==> src/ctc_pkg.sv <==
// ctc_pkg: shared types and constants of the config token classifier.
// Used by ctc_lexer and config_token_classifier_unit; no dependencies.
package ctc_pkg;

    // Number recognizer phases, one-hot.
    typedef enum logic [12:0] {
        PH_START = 13'b0_0000_0000_0001,
        PH_SIGN  = 13'b0_0000_0000_0010,
        PH_ZERO  = 13'b0_0000_0000_0100,
        PH_HEX0  = 13'b0_0000_0000_1000,
        PH_HEX   = 13'b0_0000_0001_0000,
        PH_OCT   = 13'b0_0000_0010_0000,
        PH_DEC   = 13'b0_0000_0100_0000,
        PH_POINT = 13'b0_0000_1000_0000,
        PH_FRAC  = 13'b0_0001_0000_0000,
        PH_EXP   = 13'b0_0010_0000_0000,
        PH_ESIGN = 13'b0_0100_0000_0000,
        PH_EDIG  = 13'b0_1000_0000_0000,
        PH_DEAD  = 13'b1_0000_0000_0000
    } t_phase;

    typedef enum logic [2:0] {
        CLS_UNKNOWN = 3'd0,
        CLS_INT     = 3'd1,
        CLS_FLOAT   = 3'd2,
        CLS_BOOL    = 3'd3,
        CLS_STRING  = 3'd4
    } t_class;

    localparam int unsigned CHAR_W  = 8;
    localparam int unsigned CNT_W   = 3;
    localparam int unsigned NWORDS  = 6;
    localparam int unsigned WORD_SZ = 8;
    localparam logic [CNT_W-1:0] CNT_MAX = 3'd6;

    // Per-token lexer state.
    typedef struct packed {
        t_phase             phase;
        logic [CNT_W-1:0]   cnt;       // bytes seen, saturates at six
        logic [NWORDS-1:0]  mask;      // boolean words still matching
        logic               first_tf;  // first byte was t, T, f or F
        logic               reserved;  // separator byte seen
    } t_lex_state;

    localparam t_lex_state LEX_RESET = '{
        phase:    PH_START,
        cnt:      '0,
        mask:     '1,
        first_tf: 1'b0,
        reserved: 1'b0
    };

    // Boolean words, padded with zero bytes: true True TRUE false False FALSE.
    localparam logic [CHAR_W-1:0] BOOL_WORDS [NWORDS][WORD_SZ] = '{
        '{8'h74, 8'h72, 8'h75, 8'h65, 8'h00, 8'h00, 8'h00, 8'h00},
        '{8'h54, 8'h72, 8'h75, 8'h65, 8'h00, 8'h00, 8'h00, 8'h00},
        '{8'h54, 8'h52, 8'h55, 8'h45, 8'h00, 8'h00, 8'h00, 8'h00},
        '{8'h66, 8'h61, 8'h6C, 8'h73, 8'h65, 8'h00, 8'h00, 8'h00},
        '{8'h46, 8'h61, 8'h6C, 8'h73, 8'h65, 8'h00, 8'h00, 8'h00},
        '{8'h46, 8'h41, 8'h4C, 8'h53, 8'h45, 8'h00, 8'h00, 8'h00}
    };

    localparam logic [CNT_W-1:0] BOOL_LENS [NWORDS] = '{
        3'd4, 3'd4, 3'd4, 3'd5, 3'd5, 3'd5
    };

endpackage

==> src/ctc_lexer.sv <==
// ctc_lexer: one-byte state update and token classification, combinational.
// Depends on ctc_pkg.
module ctc_lexer
    import ctc_pkg::*;
(
    input  t_lex_state        i_state,
    input  logic [CHAR_W-1:0] i_char,
    input  logic              i_last,
    input  logic              i_empty,
    output t_lex_state        o_state,
    output logic              o_done,
    output t_class            o_class
);

    function automatic logic is_dec(input logic [CHAR_W-1:0] c);
        return (c >= 8'h30) && (c <= 8'h39);
    endfunction

    function automatic logic is_oct(input logic [CHAR_W-1:0] c);
        return (c >= 8'h30) && (c <= 8'h37);
    endfunction

    function automatic logic is_hex(input logic [CHAR_W-1:0] c);
        return is_dec(c) || ((c >= 8'h61) && (c <= 8'h66)) || ((c >= 8'h41) && (c <= 8'h46));
    endfunction

    function automatic logic is_expch(input logic [CHAR_W-1:0] c);
        return (c == 8'h64) || (c == 8'h44) || (c == 8'h65) || (c == 8'h45);
    endfunction

    function automatic logic is_sign(input logic [CHAR_W-1:0] c);
        return (c == 8'h2B) || (c == 8'h2D);
    endfunction

    function automatic logic is_ws(input logic [CHAR_W-1:0] c);
        return (c == 8'h20) || (c == 8'h09);
    endfunction

    function automatic logic is_reserved(input logic [CHAR_W-1:0] c);
        return (c == 8'h20) || (c == 8'h3D) || (c == 8'h7B) || (c == 8'h7D) ||
               (c == 8'h2C) || (c == 8'h22) || (c == 8'h3B) || (c == 8'h09);
    endfunction

    // first byte of the mantissa, after optional whitespace and sign
    function automatic t_phase mant_start(input logic [CHAR_W-1:0] c);
        t_phase p;
        if (c == 8'h30)       p = PH_ZERO;
        else if (is_dec(c))   p = PH_DEC;
        else if (c == 8'h2E)  p = PH_POINT;
        else if (is_expch(c)) p = PH_EXP;
        else                  p = PH_DEAD;
        return p;
    endfunction

    function automatic t_class classify(input t_lex_state s);
        t_class cls;
        logic   word_hit;
        word_hit = 1'b0;
        for (int w = 0; w < NWORDS; w++) begin
            if (s.mask[w] && (s.cnt == BOOL_LENS[w])) word_hit = 1'b1;
        end
        unique case (s.phase) inside
            PH_ZERO, PH_HEX, PH_OCT, PH_DEC: cls = CLS_INT;
            PH_POINT, PH_FRAC, PH_EDIG:      cls = CLS_FLOAT;
            default: begin
                if ((s.first_tf && (s.cnt == 3'd1)) || word_hit) cls = CLS_BOOL;
                else if (s.reserved)                              cls = CLS_UNKNOWN;
                else                                              cls = CLS_STRING;
            end
        endcase
        return cls;
    endfunction

    t_phase     ph_nxt;
    t_lex_state taken;

    always_comb begin
        unique case (i_state.phase)
            PH_START: begin
                if (is_ws(i_char))        ph_nxt = PH_START;
                else if (is_sign(i_char)) ph_nxt = PH_SIGN;
                else                      ph_nxt = mant_start(i_char);
            end
            PH_SIGN: ph_nxt = mant_start(i_char);
            PH_ZERO: begin
                if ((i_char == 8'h78) || (i_char == 8'h58)) ph_nxt = PH_HEX0;
                else if (i_char == 8'h2E)                    ph_nxt = PH_POINT;
                else if (is_oct(i_char))                     ph_nxt = PH_OCT;
                else                                         ph_nxt = PH_DEAD;
            end
            PH_HEX0, PH_HEX: ph_nxt = is_hex(i_char) ? PH_HEX : PH_DEAD;
            PH_OCT:          ph_nxt = is_oct(i_char) ? PH_OCT : PH_DEAD;
            PH_DEC: begin
                if (is_dec(i_char))        ph_nxt = PH_DEC;
                else if (i_char == 8'h2E)  ph_nxt = PH_POINT;
                else if (is_expch(i_char)) ph_nxt = PH_EXP;
                else                       ph_nxt = PH_DEAD;
            end
            PH_POINT, PH_FRAC: begin
                if (is_dec(i_char))        ph_nxt = PH_FRAC;
                else if (is_expch(i_char)) ph_nxt = PH_EXP;
                else                       ph_nxt = PH_DEAD;
            end
            PH_EXP: begin
                if (is_sign(i_char))      ph_nxt = PH_ESIGN;
                else if (is_dec(i_char))  ph_nxt = PH_EDIG;
                else                      ph_nxt = PH_DEAD;
            end
            PH_ESIGN, PH_EDIG: ph_nxt = is_dec(i_char) ? PH_EDIG : PH_DEAD;
            default:           ph_nxt = PH_DEAD;
        endcase
    end

    always_comb begin
        taken       = i_state;
        taken.phase = ph_nxt;
        if ((i_state.cnt == '0) &&
            ((i_char == 8'h74) || (i_char == 8'h54) || (i_char == 8'h66) || (i_char == 8'h46)))
            taken.first_tf = 1'b1;
        for (int w = 0; w < NWORDS; w++) begin
            if ((i_state.cnt >= BOOL_LENS[w]) || (i_char != BOOL_WORDS[w][i_state.cnt]))
                taken.mask[w] = 1'b0;
        end
        if (is_reserved(i_char)) taken.reserved = 1'b1;
        if (i_state.cnt < CNT_MAX) taken.cnt = i_state.cnt + 3'd1;
    end

    // empty_token ends the token without the current byte
    assign o_done  = i_empty || i_last;
    assign o_class = classify(i_empty ? i_state : taken);
    assign o_state = o_done ? LEX_RESET : taken;

endmodule

==> src/config_token_classifier_unit.sv <==
// config_token_classifier_unit: top level of the token classifier.
// Depends on ctc_pkg and ctc_lexer.
//
//  channel  | dir | tdata                     | tlast           | tuser
//  ---------+-----+---------------------------+-----------------+-------------------
//  s_axis   | in  | [7:0] character           | last byte       | [0] empty_token
//  m_axis   | out | [2:0] token_class, [7:3]0 | -               | -
//
// One byte word per cycle in while the input is not stalled; one class word per token out.
// Path: input register, then lexer update into the output register. A word
// that ends a token moves on only when the output register is free or being
// drained; any other word is not held by the output.
// Reset (synchronous, active low) empties both stages and starts a new token.
// A stalled output holds its word and stalls the input only when the word
// in the input register would end a token.
module config_token_classifier_unit
    import ctc_pkg::*;
(
    input  logic        i_clk,
    input  logic        i_rst_n,
    input  logic        s_axis_tvalid,
    output logic        s_axis_tready,
    input  logic [7:0]  s_axis_tdata,   // [7:0] character
    input  logic        s_axis_tlast,   // last byte of token
    input  logic        s_axis_tuser,   // [0] empty_token
    output logic        m_axis_tvalid,
    input  logic        m_axis_tready,
    output logic [7:0]  m_axis_tdata    // [2:0] token_class, [7:3] zero
);

    // input register
    logic              r_in_valid;
    logic [CHAR_W-1:0] r_char;
    logic              r_last;
    logic              r_empty;

    // running token state
    t_lex_state r_state;
    t_lex_state n_state;

    // output register
    logic   r_out_valid;
    t_class r_out_class;

    logic   lex_done;
    t_class lex_class;
    logic   out_free;
    logic   adv;

    ctc_lexer u_lexer (
        .i_state (r_state),
        .i_char  (r_char),
        .i_last  (r_last),
        .i_empty (r_empty),
        .o_state (n_state),
        .o_done  (lex_done),
        .o_class (lex_class)
    );

    assign out_free      = !r_out_valid || m_axis_tready;
    // the held word is consumed unless it ends a token into a full output
    assign adv           = r_in_valid && (!lex_done || out_free);
    assign s_axis_tready = !r_in_valid || adv;

    always_ff @(posedge i_clk) begin
        if (!i_rst_n) begin
            r_in_valid <= 1'b0;
        end else if (s_axis_tvalid && s_axis_tready) begin
            r_in_valid <= 1'b1;
        end else if (adv) begin
            r_in_valid <= 1'b0;
        end
    end

    always_ff @(posedge i_clk) begin
        if (s_axis_tvalid && s_axis_tready) begin
            r_char  <= s_axis_tdata;
            r_last  <= s_axis_tlast;
            r_empty <= s_axis_tuser;
        end
    end

    always_ff @(posedge i_clk) begin
        if (!i_rst_n) begin
            r_state <= LEX_RESET;
        end else if (adv) begin
            r_state <= n_state;
        end
    end

    always_ff @(posedge i_clk) begin
        if (!i_rst_n) begin
            r_out_valid <= 1'b0;
        end else if (adv && lex_done) begin
            r_out_valid <= 1'b1;
        end else if (m_axis_tready) begin
            r_out_valid <= 1'b0;
        end
    end

    always_ff @(posedge i_clk) begin
        if (adv && lex_done) begin
            r_out_class <= lex_class;
        end
    end

    assign m_axis_tvalid = r_out_valid;
    assign m_axis_tdata  = {5'd0, r_out_class};

endmodule

==> config.mk <==
export PLATFORM = sky130hd
export DESIGN_NAME = config_token_classifier_unit
export DESIGN_NICKNAME = d
export VERILOG_FILES = /design/src/ctc_pkg.sv /design/src/ctc_lexer.sv /design/src/config_token_classifier_unit.sv
export SDC_FILE = /design/constraint.sdc
export NUM_CORES = 1
export LEC_CHECK = 0
export BUFFER_PORTS_ARGS = -buffer_cell sky130_fd_sc_hd__buf_2
export CAP_MARGIN = 20
export CORE_MARGIN = 3
export CORE_UTILIZATION = 40
export CTS_BUF_LIST = sky130_fd_sc_hd__clkbuf_8
export CTS_CLUSTER_SIZE = 8
export DETAILED_ROUTE_END_ITERATION = 12
export SYNTH_ARGS = -nofsm -noshare
export SYNTH_HDL_FRONTEND = slang
export SYNTH_SLANG_ARGS = --single-unit
export TNS_END_PERCENT = 30
==> constraint.sdc <==
create_clock -name i_clk -period 5.8 [get_ports i_clk]
set_input_delay 0.87 -clock i_clk [delete_from_list [all_inputs] [get_ports i_clk]]
set_output_delay 0.87 -clock i_clk [all_outputs]
set_load 0.01 [all_outputs]
==> flow_summary.json, run 1 <==
{
  "synth.top_cells.by_count": "43 x nand2_1, 30 x o21ai_0, 27 x nor2_1",
  "reg2reg_depth": 8,
  "num_antenna_cells": 0,
  "synth_top_area_share_pct": 16.1,
  "syn_to_final_growth_pct": 5.70,
  "worstSetupEndpointType": "flop",
  "start_util_pct": 41.5,
  "holdPathStages": 2,
  "grt_usage_pct": 20.9,
  "port-buffer-count": 18,
  "crit_required_ps": 5860,
  "outcome": "finished, final reports clean",
  "crit_family": "simple AND/OR/NAND/NOR gates",
  "first_pass_iters": 5,
  "post-cts-setup-buffer-count": 0,
  "htree_levels": 2,
  "ys_seq_elements": 39,
  "die_w_um": 95.8,
  "wirelength_um": 9170,
  "leakage_uw": 0.00127,
  "cts.sinks": 39,
  "fin_crit_ps": 3450,
  "worst_pin_slew_ps": 790,
  "utilization_pct": 43.9,
  "cts_tree": "yes",
  "grt_max_degree": 20,
  "post_cts_resize_count": 0,
  "via_count": 3179,
  "hold_viol": 0,
  "criticalPathCategory": "flop to flop",
  "rsz0062_at_grt": "false",
  "dp_slack_ps": 2420,
  "synthFlopType": "dfxtp_1",
  "grt_pass1_vias": 2839,
  "cp.arrival_ps": 3510,
  "maxSlewViolCount": 0,
  "worst-path-buf-inv": 0,
  "antenna_found_initial": 0,
  "hp-start": "r_state[2]",
  "core_sq_um": 7770,
  "hold_slack_ps": 462,
  "fin_ws_ps": 2350,
  "crit_chain": "nor4b_1 -> nand4bb_1 -> a41o_1 -> a221oi_1 -> a22oi_1 -> mux2_2 -> nand4b_1 -> a21o_1",
  "ir_drop_mv": 0.113,
  "reg2reg_to": "r_out_class[1]",
  "setup_viol": 0,
  "final.setup.tns_ps": 0,
  "clock_latency_ps": 300,
  "ys_types": 66,
  "cpPeakStageDelay_ps": 670,
  "drive_gt1_share_pct": 10.4,
  "synth-edff-count": 13,
  "drt_iter0_drc": 288,
  "wl_per_cell_um": 17.8,
  "yosysMostFrequentCell": "nand2_1",
  "rr_startpoint": "r_char[5]",
  "overflow": 0,
  "rows": 32,
  "syn_area_per_cell_sq_um": 7.68,
  "slew_headroom_pct": 46.9,
  "startpoint_type": "flop",
  "numCtsBuffers": 5,
  "hold_path_end": "r_state[2]",
  "cap_viol_max_count": 0,
  "fin_crit_sh_pct": 59.4,
  "drtAntennaViolNets": 0,
  "hold_buffers": 0,
  "hpwl_um": 6710,
  "r2r_setup_slack_ps": 2350,
  "viasPerCell": 6.16,
  "fmax_mhz": 290,
  "cts-root-buf": "clkbuf_8",
  "fp.dieArea_sq_um": 9180,
  "syn_area_sq_um": 3230,
  "ys_warn_count": 0,
  "hold_class": "flop to flop",
  "drc": 0,
  "die_h_um": 95.8,
  "fill_cells": 798,
  "finalClockSkew_ps": 6.44,
  "final_nets": 434,
  "power_density_nw_per_um2": 186,
  "clk_path_buf_depth": 2,
  "yosysSeqAreaShare_pct": 28.2,
  "slowest_stage": "edfxtp_1",
  "grt_pass1_wl_um": 14900,
  "gp_congestion": 0.951,
  "synthTopCellsByArea": "dfxtp_1 16%, edfxtp_1 12%, nand2_1 5.0%",
  "crit_fanout": 14,
  "yosysTopAreaCell": "dfxtp_1",
  "syn_inst": 420,
  "io_pins": 24,
  "cts.clk_slew.worst_paths_ps": 80,
  "async_flop_share_pct": 0
}
-- metal layers --
metal	track usage (%)	vias to the layer above	routed length, um
met2	34.4	144	4440
met1	27.5	1490	3900
met4	7.94	0	241
met3	3.13	17	596
met5	0	-	0
li1	-	1528	-
-- sequential cells by signal, indices dropped and copies added, names as in the netlist --
name / flops
m_axis_tvalid: 1
r_char: 8
r_empty: 1
r_in_valid: 1
r_last: 1
r_out_class: 3
r_state: 24
-- how the worst max path moves through the flow --
stage | cells past startpoint | slack [ps] | from | end
floorplan | 11 | 2790 | r_state[19] | r_out_class[1]
global placement | 8 | 2560 | r_char[5] | r_out_class[1]
detailed placement | 8 | 2420 | r_char[5] | r_out_class[1]
CTS | 8 | 2400 | r_char[5] | r_out_class[1]
global route | 8 | 2050 | r_char[5] | r_out_class[1]
finish | 8 | 2350 | r_char[5] | r_out_class[1]
-- where the power goes --
part	internal, uW	switching, uW	leakage [uW]
logic	37.6	51.3	0.000882
clock network	127	107	0.0000556
registers	293	20.2	0.000337
total	457	178	0.00127
-- per-stage QoR --
stage                     instances  total power (uW)  cell area (sq um)
after floorplan                 424               382               3240
after global placement          508               407               3300
after detailed placement        508               406               3300
after CTS                       516               640               3410
after global routing            516               664               3410
final                           516               636               3410
-- kinds of logic after synthesis --
family	Yosys count	share of synthesized area, %
and+or+nand+nor	202	35.2
AOI/OAI and AO/OA	100	20.6
buffers and inverters	47	6.44
DFF	39	28.2
xor gates and xnor gates	21	5.70
adders and majority gates	7	2.71
muxes	3	0.969
other	1	0.116
-- layout make-up --
type | instances | area (sq um) | area share (%)
clock buffers | 5 | 68.8 | 2.02
clock inverters | 3 | 41.3 | 1.21
inverters | 9 | 33.8 | 0.990
multi-input cells | 338 | 2120 | 62.3
flip-flops and latches | 39 | 911 | 26.7
well taps | 102 | 128 | 3.74
repair buffers | 20 | 105 | 3.08
-- worst register-to-register path, cell delays in order, from the launching register on --
cell,delay [ps]
edfxtp_1,670
nor4b_1,540
nand4bb_1,420
a41o_1,370
a221oi_1,320
a22oi_1,170
mux2_2,330
nand4b_1,190
a21o_1,200
-- placed cells by master (no fill, tap or decap), types with 3 or more instances in the layout --
cell type,instances
nor4b_1,3
a31oi_1,5
a21boi_0,4
or4b_2,5
or2_2,3
nand2_1,43
o31ai_1,3
or3_1,5
a21o_1,4
ha_1,7
xor2_1,12
nor2b_1,15
inv_1,10
o21ai_0,30
a21oi_1,13
a211oi_1,7
and2_1,9
clkbuf_8,5
conb_1,5
nand2b_1,5
nand4_1,7
nand3b_1,3
nor3_1,19
nand3_1,18
buf_2,18
nor4_1,16
dfxtp_1,26
a22oi_1,6
o211ai_1,3
or4_1,7
edfxtp_1,13
xnor2_1,9
nor2_1,27
(Power assumes the default switching activity.)
==> inputs of run 2 (changes only) <==
==> constraint.sdc (replaced) <==
create_clock -name i_clk -period 3.13 [get_ports i_clk]
set_input_delay 0.4695 -clock i_clk [delete_from_list [all_inputs] [get_ports i_clk]]
set_output_delay 0.4695 -clock i_clk [all_outputs]
set_load 0.01 [all_outputs]
==> flow_summary.json, run 2 (synthesis results as in run 1) <==
{
  "outcome": "finished, final reports clean",
  "setup_viol": 0,
  "worstSetupEndpointType": "flop",
  "hpwl_um": 7110,
  "drt_iter0_drc": 251,
  "rows": 32,
  "r2r_setup_slack_ps": 140,
  "criticalPathCategory": "flop to flop",
  "crit_required_ps": 3190,
  "final_cell_mix": "43 x nand2_1, 37 x buf_4, 30 x o21ai_0",
  "die_h_um": 95.8,
  "finalClockSkew_ps": 7.77,
  "grt_usage_pct": 21.8,
  "cts.sinks": 39,
  "grt_use_met2_pct": 37.8,
  "top_register": "r_state",
  "power_density_nw_per_um2": 323,
  "largest_reg_flops": 24,
  "gp_congestion": 1.02,
  "die_w_um": 95.8,
  "mostFrequentLayoutCell": "nand2_1",
  "clk_path_buf_depth": 2,
  "leakage_uw": 0.00146,
  "viasPerCell": 6.00,
  "first_pass_iters": 5,
  "cp.arrival_ps": 3050,
  "num_antenna_cells": 0,
  "rsz0062_at_grt": "false",
  "fin_crit_sh_pct": 95.5,
  "grt_max_degree": 19,
  "fmax_mhz": 334,
  "crit_fanout": 9,
  "post_cts_resize_count": 0,
  "overflow": 0,
  "hold_buffers": 0,
  "cts-root-buf": "clkbuf_8",
  "grt_use_met1_pct": 27.9,
  "reg2reg_to": "r_out_class[1]",
  "rr_startpoint": "r_state[19]",
  "instances_no_fill": 551,
  "drtAntennaViolNets": 0,
  "use_met3_pct": 3.44,
  "fin_crit_ps": 2990,
  "placed_cell_area_sq_um": 3560,
  "antenna_found_initial": 0,
  "io_pins": 24,
  "numCtsBuffers": 5,
  "slew_headroom_pct": 53.2,
  "ir_drop_mv": 0.228,
  "grt_pass1_wl_um": 15500,
  "holdPathStages": 1,
  "via_count": 3307,
  "htree_levels": 2,
  "hold_viol": 0,
  "start_util_pct": 41.5,
  "drive_gt1_share_pct": 17.8,
  "reg2reg_depth": 8,
  "clock_latency_ps": 300,
  "grt-busiest-layer": "met2",
  "power_uw": 1190,
  "hold_class": "primary input to flop",
  "syn_to_final_growth_pct": 14.2,
  "port-buffer-count": 18,
  "cap_viol_max_count": 0,
  "crit_path_start": "r_state[19]",
  "cts.clk_slew.worst_paths_ps": 80,
  "dpl.cell_count": 543,
  "stdcell_area_sq_um": 3680,
  "post-cts-setup-buffer-count": 0,
  "core_sq_um": 7770,
  "final.setup.tns_ps": 0,
  "final_nets": 469,
  "worstSetupEndpoint": "r_out_class[1]",
  "drc": 0,
  "wl_per_cell_um": 17.3,
  "cts_tree": "yes",
  "maxSlewViolCount": 0,
  "startpoint_type": "flop",
  "fp.dieArea_sq_um": 9180,
  "top_regs": "r_state: 24 flops, r_char: 8 flops, r_out_class: 3 flops",
  "grt_pass1_vias": 3031,
  "worst_pin_slew_ps": 701,
  "wirelength_um": 9550
}
## run 2: cell count changes in the layout (fill, tap and decap cells not counted), sizes merged
| cell | change |
|---|---|
| buf | +35 |
## run 2: final cells by class
class / instances / area (sq um)
timing repair buffer: 55 / 368
fill: 802 / 4080
multi-input combinational: 338 / 2130
tap: 102 / 128
inverter: 9 / 33.8
sequential: 39 / 911
clock buffer: 5 / 68.8
clock inverter: 3 / 41.3
## run 2: critical path, stage by stage (launching register included)
cell      delay [ps]
dfxtp_1          310
or4_1            640
or3_4            470
nor4_1           270
a2111o_1         150
o211a_1          170
mux2_2           340
nand4b_1         200
a21o_1           200
## run 2: how the worst min path moves through the flow
stage                     slack, ps         end            start
after floorplan                 430  r_state[2]       r_state[2]
after global placement          440  r_state[4]       r_state[4]
after detailed placement        450  r_state[5]       r_state[5]
after CTS                       330   r_char[6]  s_axis_tdata[6]
after global routing            330   r_char[6]  s_axis_tdata[6]
final                           340     r_empty     s_axis_tuser
## run 2: layer usage
metal	wire length, um	part of all wire (%)
met1	4120	43
met3	554	5.8
met2	4690	49
met5	0	0
met4	182	1.9
## run 2: through the flow
step                      util [%]  worst slack [ps]  hold slack [ps]
final                         47.4               140              341
after global routing          47.4              1.69              333
after floorplan                  -               121              430
after global placement        45.9               127              443
after detailed placement      45.9              57.9              450
after CTS                     47.3              50.9              335
## run 2: power by group
part	total [uW]	switching [uW]	internal, uW
Combinational	202	120	82.5
Sequential	560	16.9	543
Clock	427	192	235
Total	1190	328	860
==> inputs of run 3 (changes only) <==
--- a/config.mk
+++ b/config.mk
@@ -9,7 +9,6 @@
 export CAP_MARGIN = 20
 export CORE_MARGIN = 3
 export CORE_UTILIZATION = 40
-export CTS_BUF_LIST = sky130_fd_sc_hd__clkbuf_8
 export CTS_CLUSTER_SIZE = 8
 export DETAILED_ROUTE_END_ITERATION = 12
 export SYNTH_ARGS = -nofsm -noshare
==> flow_summary.json, run 3 (synthesis results as in run 1) <==
{
  "maxSlewViolCount": 0,
  "ir_drop_mv": 0.228,
  "top_regs": "r_state: 24 flops, r_char: 8 flops, r_out_class: 3 flops",
  "die_w_um": 95.8,
  "drtAntennaViolNets": 0,
  "mostFrequentLayoutCell": "nand2_1",
  "clk_path_buf_depth": 2,
  "fp.dieArea_sq_um": 9180,
  "grt_pass1_vias": 3031,
  "largest_reg_flops": 24,
  "fin_crit_ps": 2990,
  "fill_cells": 802,
  "rsz0062_at_grt": "false",
  "worst_pin_slew_ps": 721,
  "via_count": 3316,
  "wl_per_cell_um": 17.3,
  "utilization_pct": 47.4,
  "final_nets": 469,
  "viasPerCell": 6.02,
  "num_antenna_cells": 0,
  "outcome": "finished, final reports clean",
  "cts_tree": "yes",
  "slew_headroom_pct": 51.9,
  "syn_to_final_growth_pct": 14.2,
  "cp.arrival_ps": 3050,
  "overflow": 0,
  "hold_buffers": 0,
  "start_util_pct": 41.5,
  "grt_usage_pct": 21.8,
  "fin_crit_sh_pct": 95.5,
  "hpwl_um": 7110,
  "grt_pass1_wl_um": 15500,
  "final.setup.tns_ps": 0,
  "post-cts-setup-buffer-count": 0,
  "first_pass_iters": 5,
  "gp_congestion": 1.02,
  "rr_startpoint": "r_state[19]",
  "rows": 32,
  "final_cell_mix": "43 x nand2_1, 37 x buf_4, 30 x o21ai_0",
  "port-buffer-count": 18,
  "hold_path_end": "r_empty",
  "holdPathStages": 1,
  "crit_fanout": 9,
  "power_density_nw_per_um2": 323,
  "wirelength_um": 9540,
  "leakage_uw": 0.00145,
  "drc": 0,
  "criticalPathCategory": "flop to flop",
  "finalClockSkew_ps": 7.18,
  "cap_viol_max_count": 0,
  "io_pins": 24,
  "top_register": "r_state",
  "setup_viol": 0,
  "drive_gt1_share_pct": 17.8,
  "startpoint_type": "flop",
  "numCtsBuffers": 5,
  "worstSetupEndpointType": "flop",
  "hp-start": "s_axis_tuser",
  "crit_required_ps": 3190,
  "post_cts_resize_count": 0,
  "antenna_found_initial": 0,
  "clock_latency_ps": 300,
  "htree_levels": 2,
  "drt_iter0_drc": 251,
  "cts.sinks": 39,
  "cts-root-buf": "clkbuf_8",
  "reg2reg_to": "r_out_class[1]",
  "fmax_mhz": 334,
  "cts.clk_slew.worst_paths_ps": 80,
  "hold_viol": 0,
  "r2r_setup_slack_ps": 140,
  "core_sq_um": 7770,
  "grt_max_degree": 19,
  "die_h_um": 95.8,
  "reg2reg_depth": 8,
  "hold_class": "primary input to flop"
}
-- run 3: cell types whose count changed in the layout (fill, tap and decap cells not counted) --
cell	before	now
clkbuf_1	0	1
inv_1	10	9
-- run 3: layout make-up --
class	count	area, sq um	share of cell area, %
Tap cell	102	128	3.46
Sequential cell	39	911	24.7
Multi-Input combinational cell	338	2130	57.9
Timing Repair Buffer	55	368	9.98
Inverter	9	33.8	0.917
Clock buffer	6	72.6	1.97
Clock inverter	2	37.5	1.02
-- run 3: per-stage QoR --
step                instance area, sq um  cells  hold slack (ps)  worst slack, ps  total power [uW]
floorplan                           3240    424              430              121               708
global placement                    3560    543              443              127               769
detailed placement                  3560    543              450             57.9               770
CTS                                 3670    551              336             50.9              1200
global route                        3680    551              334             1.69              1250
finish                              3680    551              341              139              1190
-- run 3: layer usage --
| layer | vias to the layer above | global-route usage, % | wire, um |
|---|---|---|---|
| met5 | - | 0 | 0 |
| met4 | 0 | 6.52 | 194 |
| met3 | 20 | 3.44 | 605 |
| met2 | 132 | 37.8 | 4680 |
| met1 | 1562 | 27.9 | 4060 |
| li1 | 1602 | - | - |
-- run 3: worst max-delay path by stage --
stage | from | endpoint | slack [ps] | cells after the start
6_report | r_state[19] | r_out_class[1] | 140 | 8
5_1_grt | r_state[19] | r_out_class[1] | 2 | 8
4_1_cts | r_state[19] | r_out_class[1] | 50 | 8
3_5_place_dp | r_state[19] | r_out_class[1] | 60 | 8
3_3_place_gp | r_state[19] | r_out_class[1] | 130 | 8
2_1_floorplan | r_state[19] | r_out_class[1] | 120 | 11
-- run 3: power by group --
group          internal (uW)  switching, uW  total (uW)
sequential               543           17.1         560
clock                    238            192         430
combinational           82.5            120         202
-- run 3: critical path, stage by stage, from the launching register on --
cell and delay [ps]:
dfxtp_1 310, or4_1 640, or3_4 470, nor4_1 270, a2111o_1 150, o211a_1 170, mux2_2 340, nand4b_1 200
a21o_1 200
